**src/sv/cge_pkg.sv**
```systemverilog
`timescale 1ns / 1ps
// ----------------------------------------------------------------------------
// cge_pkg
// Shared types and codes of the Cauchy entry modulo p block.
// ----------------------------------------------------------------------------
package cge_pkg;

   localparam int IDX_W   = 12;
   localparam int DIM_W   = 13;
   localparam int CSR_W   = 63;
   localparam int CSR_A_W = 3;
   localparam int STAT_W  = 2;
   localparam int DVD_W   = 64;

   localparam logic [STAT_W-1:0] ST_OK    = 2'd0;
   localparam logic [STAT_W-1:0] ST_RANGE = 2'd1;
   localparam logic [STAT_W-1:0] ST_NOINV = 2'd2;

   localparam logic [CSR_A_W-1:0] REG_MODULUS   = 3'd0;
   localparam logic [CSR_A_W-1:0] REG_ROW_POINT = 3'd1;
   localparam logic [CSR_A_W-1:0] REG_COL_POINT = 3'd2;
   localparam logic [CSR_A_W-1:0] REG_RATIO     = 3'd3;
   localparam logic [CSR_A_W-1:0] REG_NUM_ROWS  = 3'd4;
   localparam logic [CSR_A_W-1:0] REG_NUM_COLS  = 3'd5;

   localparam int QDEPTH = 2;
   localparam int QPTR_W = 1;
   localparam int QCNT_W = 2;

   typedef struct packed {
      logic [IDX_W-1:0]  row_index;
      logic [IDX_W-1:0]  col_index;
      logic [STAT_W-1:0] status;
   } job_type;

endpackage

```
**src/sv/cge_ifc.sv**
```systemverilog
`timescale 1ns / 1ps
// ----------------------------------------------------------------------------
// cge_req_if / cge_rsp_if
// Valid/ready channels for requests and results.
// ----------------------------------------------------------------------------
interface cge_req_if;
   logic        valid;
   logic        ready;
   logic [11:0] row_index;
   logic [11:0] col_index;
   modport source (output valid, output row_index, output col_index, input ready);
   modport sink (input valid, input row_index, input col_index, output ready);
endinterface


```
**src/sv/cge_front.sv**
```systemverilog
`timescale 1ns / 1ps
// ----------------------------------------------------------------------------
// cge_front
// Accepts requests, checks the indexes and the modulus, and queues them.
// ----------------------------------------------------------------------------
module cge_front #(
   parameter int W       = 63,
   parameter int MAX_DIM = 4096
) (
   input  logic                      clock,
   input  logic                      reset,
   cge_req_if.sink                   req_ch,
   input  logic [W-1:0]              modulus,
   input  logic [cge_pkg::DIM_W-1:0] num_rows,
   input  logic [cge_pkg::DIM_W-1:0] num_cols,
   output cge_pkg::job_type          q_item,
   output logic                      q_valid,
   input  logic                      q_pop
);
   import cge_pkg::*;

   job_type           q_ff [QDEPTH];
   logic [QPTR_W-1:0] wr_ptr_ff, wr_ptr_in;
   logic [QPTR_W-1:0] rd_ptr_ff, rd_ptr_in;
   logic [QCNT_W-1:0] cnt_ff, cnt_in;
   logic              push;
   logic              out_rng;
   job_type           job;

   assign req_ch.ready = (cnt_ff != QCNT_W'(QDEPTH));
   assign push = req_ch.valid && req_ch.ready;

   always_comb begin
      out_rng = (32'(req_ch.row_index) >= 32'(num_rows)) ||
                (32'(req_ch.row_index) >= MAX_DIM) ||
                (32'(req_ch.col_index) >= 32'(num_cols)) ||
                (32'(req_ch.col_index) >= MAX_DIM);
      job.row_index = req_ch.row_index;
      job.col_index = req_ch.col_index;
      priority if (out_rng) begin
         job.status = ST_RANGE;
      end else if (modulus < W'(2)) begin
         job.status = ST_NOINV;
      end else begin
         job.status = ST_OK;
      end
   end

   always_comb begin
      wr_ptr_in = push ? wr_ptr_ff + 1'b1 : wr_ptr_ff;
      rd_ptr_in = q_pop ? rd_ptr_ff + 1'b1 : rd_ptr_ff;
      cnt_in    = cnt_ff + QCNT_W'(push) - QCNT_W'(q_pop);
   end

   assign q_valid = (cnt_ff != '0);
   assign q_item  = q_ff[rd_ptr_ff];

   always_ff @(posedge clock) begin
      if (reset) begin
         wr_ptr_ff <= '0;
         rd_ptr_ff <= '0;
         cnt_ff    <= '0;
      end else begin
         wr_ptr_ff <= wr_ptr_in;
         rd_ptr_ff <= rd_ptr_in;
         cnt_ff    <= cnt_in;
      end
   end

   always_ff @(posedge clock) begin
      if (push) begin
         q_ff[wr_ptr_ff] <= job;
      end
   end

endmodule

```
**src/flat_wrapper.sv**
```systemverilog
// flat-port wrapper written by rule: the top's interface ports become plain ports
module cge_front_flat import cge_pkg::*;
#(
   parameter int W       = 63,
   parameter int MAX_DIM = 4096
)
  (clock, reset, modulus, num_rows, num_cols, q_item, q_valid, q_pop, req_ch_valid, req_ch_row_index, req_ch_col_index, req_ch_ready);
  cge_req_if req_ch_i ();
  input  logic clock;
  input  logic reset;
  input  logic [W-1:0] modulus;
  input  logic [cge_pkg::DIM_W-1:0] num_rows;
  input  logic [cge_pkg::DIM_W-1:0] num_cols;
  output cge_pkg::job_type q_item;
  output logic q_valid;
  input  logic q_pop;
  input wire logic [$bits(req_ch_i.valid)-1:0] req_ch_valid;
  input wire logic [$bits(req_ch_i.row_index)-1:0] req_ch_row_index;
  input wire logic [$bits(req_ch_i.col_index)-1:0] req_ch_col_index;
  output wire logic [$bits(req_ch_i.ready)-1:0] req_ch_ready;
  assign req_ch_i.valid = req_ch_valid;
  assign req_ch_i.row_index = req_ch_row_index;
  assign req_ch_i.col_index = req_ch_col_index;
  assign req_ch_ready = req_ch_i.ready;
  cge_front #(.W(W), .MAX_DIM(MAX_DIM)) u_core (.clock(clock), .reset(reset), .req_ch(req_ch_i), .modulus(modulus), .num_rows(num_rows), .num_cols(num_cols), .q_item(q_item), .q_valid(q_valid), .q_pop(q_pop));
endmodule
```
**config.mk**
```make
export PLATFORM = sky130hd
export DESIGN_NAME = cge_front_flat
export DESIGN_NICKNAME = d
export VERILOG_FILES = /design/src/sv/cge_pkg.sv /design/src/sv/cge_ifc.sv /design/src/sv/cge_front.sv /design/src/flat_wrapper.sv
export SDC_FILE = /design/constraint.sdc
export NUM_CORES = 1
export LEC_CHECK = 0
export BUFFER_PORTS_ARGS = -buffer_cell sky130_fd_sc_hd__buf_2
export CAP_MARGIN = 5
export CORE_MARGIN = 2
export CORE_UTILIZATION = 30
export DETAILED_ROUTE_END_ITERATION = 10
export PLACE_DENSITY = 0.58
export SYNTH_ARGS = -nofsm -noshare
export SYNTH_HDL_FRONTEND = slang
export SYNTH_SLANG_ARGS = --single-unit
```
**constraint.sdc**
```tcl
create_clock -name clock -period 3.79 [get_ports clock]
set_clock_uncertainty 0.05 [all_clocks]
set_input_delay 0.758 -clock clock [delete_from_list [all_inputs] [get_ports clock]]
set_output_delay 0.758 -clock clock [all_outputs]
set_load 0.05 [all_outputs]
```
---- Word-level counts from Yosys, hierarchy flattened ----
Memory sizes are Yosys's and may differ from the RTL's. A register that Yosys moved wholly into a read port is not among the register bits.
Cells that the tools add are included.
storage, ports and cells
  memories kept ........................... 1
  word-level logic and storage cells ...... 21
  RAM bits ................................ 52
  output and inout port bits .............. 28
  input port bits ......................... 117
  register bits ........................... 4
  bits in latches ......................... 0
  ROM bits ................................ 0
operators by class
  $add $sub $neg .......................... 4
  reduce and logical (&&, ||, !) cells .... 3
  div/mod/pow operators ................... 0
  bitwise operators ....................... 0
  $lt $le $gt $ge ......................... 3
  mux-type cells .......................... 6
  equal/unequal tests ..................... 1
  multiply operators ...................... 0
  shift-type cells ........................ 0
memory list
  memory       words  width  read ports  clocked after memory_dff  wr ports  line             source
  u_core.q_ff  2      26     1           1                         1         cge_front.sv:22  job_type q_ff [QDEPTH];
operator list
  operator               number
  $lt A63 B2 Y1 const B  1
  $ge A12 B13 Y1         2
  $mux W1                4
  $mux W2                2
  $add A1 B1 Y1 const B  2
  $add A2 B1 Y2          1
  $ne A2 B2 Y1 const B   1
  $reduce_bool A2 Y1     1
  $sub A2 B1 Y2          1
  $logic_and A1 B1 Y1    1
  $logic_or A1 B1 Y1     1

---- Depth between registers and ports, before layout ----
  depth in word-level cells ............... 4
  depth in mapped cells ................... 8
  mapped depth without buffers ............ 8

---- Worst setup path after synthesis ----
Ideal clock, no wire load.
  path kind ............................... reg2reg
  start point ............................. reg u_core.cnt_ff[0]
  end point ............................... mem u_core.q_ff[0][0] (netlist bit) (enable)
  required time ........................... 3.331 ns
  setup time .............................. 0.409 ns
  setup slack ............................. 1.302 ns
  buffers on the path ..................... 0
  data arrival time ....................... 2.029 ns
  cell stages (with the launch flop) ...... 5
  clock period less this slack ............ 2.488 ns
  path through ............................ dfxtp_1 inv_1 nand2_1 nand2_1 nor2_1
between the ends
  cells in the longest elaborated chain, start to end .. 4
RTL lines
  item                           line                source
  from (decl)                    cge_front.sv:25     logic [QCNT_W-1:0] cnt_ff, cnt_in;
  from (signal assigned)         cge_front.sv:66     cnt_ff <= cnt_in;
  $ne A2 B2 Y1                   cge_front.sv:30     assign req_ch.ready = (cnt_ff != QCNT_W'(QDEPTH));
  named net req_ch_ready         flat_wrapper.sv:20  output wire logic [$bits(req_ch_i.ready)-1:0] req_ch_ready;
  $logic_and A1 B1 Y1            cge_front.sv:31     assign push = req_ch.valid && req_ch.ready;
  $mux W1                        cge_front.sv:71     if (push) begin
  $mux W1 (not written as such)  cge_front.sv:72     q_ff[wr_ptr_ff] <= job;
  to (decl)                      cge_front.sv:22
The timed path passes the listed nets, and every way through them passes these cells.

==> impl_results.md <==
* FF-to-FF Start: u_core.cnt_ff[0]$_SDFF_PP0_
* Post-layout min period at 2.73 ns
* Via count at 2256
* Share of cells above drive strength 1 at 0.504
* Distinct cells, synth at 28
* Antenna cells at 0
* Outcome: complete, no violations
* GPL Wtd Cong at 0.776
* Hold path start: u_core.rd_ptr_ff$_SDFFE_PP0P_
* Final Cycle Share at 0.721
* Max Cap Viol at 0
* CTS clk-pin slew, worst paths at around 0.060 ns
* Final Max Tran Viols at 0
* Worst-case clock buffer depth at 2
* Synth Warn # at 0
* DIE AREA at slightly above 10000 um^2
* CTS Buf Count at 9
* Die Width at between 100 and 150 um
* Vias in the first global route at 2305
* Initial Utilization at 0.308
* Total negative slack at 0 ns
* Mean Syn Cell Area at 13.2 um^2
* Leak Pwr at 0.00178 uW
* Detailed-router iteration count before antenna repair at 4
* H-tree lvl count at 3
* Total GRT Usage at 0.135
* Seq/Total Area, Yosys at 0.583
* Total wire length at between 6 and 7 mm
* Critical Path RT at ~3.0 ns
* Worst R2R End: u_core.q_ff[0][11]$_DFFE_PP_
* Final layout net count at between 500 and 600
* Num rows at 35
* Mapped Area at 2850 um^2
* Pin count of the biggest net entering global routing at 17
* Switching pwr at 692 uW
* # setup viols final at 0
* Worst-path maximum fanout at 16
* First-pass GRT wire length at slightly above 10 mm
* CP arrival at 1.92 ns
* R2R setup slack at 1.96 ns
* Gate power share at 0.311
* Pwr Density at around 520 nW/um^2
* Util after Layout at 0.426
* CP Class: reg -> out
* WHS at 0.457 ns
* DRT iter0 DRCs at 36
* Max_slew headroom at 0.581
* Sw Ratio at 0.339
* Min-Delay Path Class: reg -> reg
* GRT overflow at 0
* VDD IR-drop max at 190 uV
* Syn Nets at around 360
* Area Overhead vs Synth at 38.2%
* Int Pwr at 1350 uW
* Antenna-violating nets left at 0
* TritonCTS clock tree: yes
* # DRC at 0
* Worst-margin pin slew at 0.627 ns
* R2R depth at 5
* Post-Syn Instances at about 220
* DR vias/cell at 4.48
* Die Ht at 101 um
* Final Worst Setup Slack at 1.06 ns
* CTS Sinks at 57
* Number of synthesized register bits at 57
* Post-place setup slack at 1.32 ns
* # IOs at 145
* Skew-Pair Late Insertion Delay at 0.32 ns
* CTS Root Cell: clkbuf_8
* Worst Hold Depth at 2
* Wire per inst at 13.2 um
* Core area at between 9000 and 10000 um^2
* Setup repair after global routing missed its margin: no
* Startpoint Class: flip-flop
* Detail Placement HPWL at 5.47 mm
* Fin. Hold Viols at 0
* Critical Path Sink Type: output pin
* Clk network pwr share at 0.276
* Hold Crit Endpoint: u_core.rd_ptr_ff$_SDFFE_PP0P_
* Hold-fix buffers at CTS at 0
* Sequential share of power at 0.413
* Initial antenna violation count at 0
* Post-cts gate resize count at 0
* Post-CTS Setup Bufs at 0
* Buffers on Ports at 143
* Max Fclk at about 370 MHz
## flip-flops by register name (all words and copies together) (netlist names), named ones only
name,flops
u_core.rd_ptr_ff,1
u_core.cnt_ff,2
u_core.q_ff,52
u_core.wr_ptr_ff,1
## critical path: stages (launching register included)
cell     delay (ns)
dfxtp_1        0.66
buf_4          0.35
mux2_2         0.37
buf_2          0.21
## power groups by stage
stage,clock network (uW),logic (uW),registers [uW]
4_1_cts,583,652,845
5_1_grt,614,688,853
3_3_place_gp,0,644,853
3_5_place_dp,0,649,858
2_1_floorplan,0,460,846
6_report,564,636,843
## worst max-delay path by stage
stage / start / to / slack (ns)
2_1_floorplan: u_core.cnt_ff[0]$_SDFF_PP0_ / u_core.q_ff[0][0]$_DFFE_PP_ / 1.30
3_3_place_gp: flip-flop / q_item[18] / 1.30
3_5_place_dp: flip-flop / q_item[18] / 1.32
4_1_cts: flip-flop / q_item[22] / 0.95
5_1_grt: flip-flop / q_item[22] / 0.90
6_report: flip-flop / q_item[22] / 1.06
## through the flow
step	area, um^2	power (uW)	instances
2_1_floorplan	2850	1310	216
3_3_place_gp	3740	1500	488
3_5_place_dp	3740	1510	488
4_1_cts	3940	2080	504
5_1_grt	3940	2160	504
6_report	3940	2040	504
## cell type report
type                            instances  area [um^2]
Inverter                               32          120
Fill cell                             923         5300
Tap cell                              129          161
Timing Repair Buffer                  146          738
Clock buffer                           13          159
Multi-Input combinational cell        124         1060
Clock inverter                          3         40.0
Sequential cell                        57         1660
## cell families (layout without fill, tap and decap cells)
group | count (synthesis) | count (layout) | synth area share
AO/OA/AOI/OAI | 17 | 17 | 0.0382
buffers and inverters | 35 | 194 | 0.0470
XOR/XNOR | 4 | 4 | 0.0123
flip-flops | 57 | 57 | 0.583
adder cells (fa/ha/maj) | 26 | 26 | 0.114
multiplexers | 26 | 26 | 0.103
AND/OR/NAND/NOR | 51 | 51 | 0.102
## synth_stat cells
library cell / number / area share
dfxtp_1: 5 / 0.035
nor4_2: 1 / 0.0044
o32ai_1: 1 / 0.0031
mux2_2: 26 / 0.10
nor4_1: 17 / 0.037
edfxtp_1: 52 / 0.55
or2_2: 1 / 0.0022
a21oi_1: 8 / 0.014
nand4b_1: 2 / 0.0061
ha_1: 26 / 0.11
xnor2_1: 2 / 0.0061
nand2_1: 4 / 0.0053
xor2_1: 2 / 0.0061
nand3_1: 2 / 0.0035
nand4_1: 9 / 0.020
nand2b_1: 1 / 0.0022
a21boi_0: 2 / 0.0053
o22ai_1: 1 / 0.0022
nor2b_1: 1 / 0.0022
o21a_1: 2 / 0.0053
o22a_1: 1 / 0.0031
and3_1: 1 / 0.0022
buf_2: 2 / 0.0035
nor2_1: 11 / 0.014
inv_1: 32 / 0.042
or4_1: 1 / 0.0026
clkbuf_1: 1 / 0.0013
o31ai_1: 2 / 0.0053
## per-layer routing
| metal | track usage | wire length [um] |
|---|---|---|
| met5 | 0 | 0 |
| met4 | 0.0655 | 136 |
| met3 | 0.0380 | 515 |
| met2 | 0.242 | 3360 |
| met1 | 0.144 | 2650 |
## cells in the final DEF (no fill, tap or decap), drive strengths merged, types with 4 or more instances in the layout
cell,count
inv,32
mux2,26
nand2,4
nor2,11
ha,26
nor4,18
buf,146
edfxtp,52
nand4,9
dfxtp,5
a21oi,8
clkbuf,13
(Power assumes the default switching activity.)
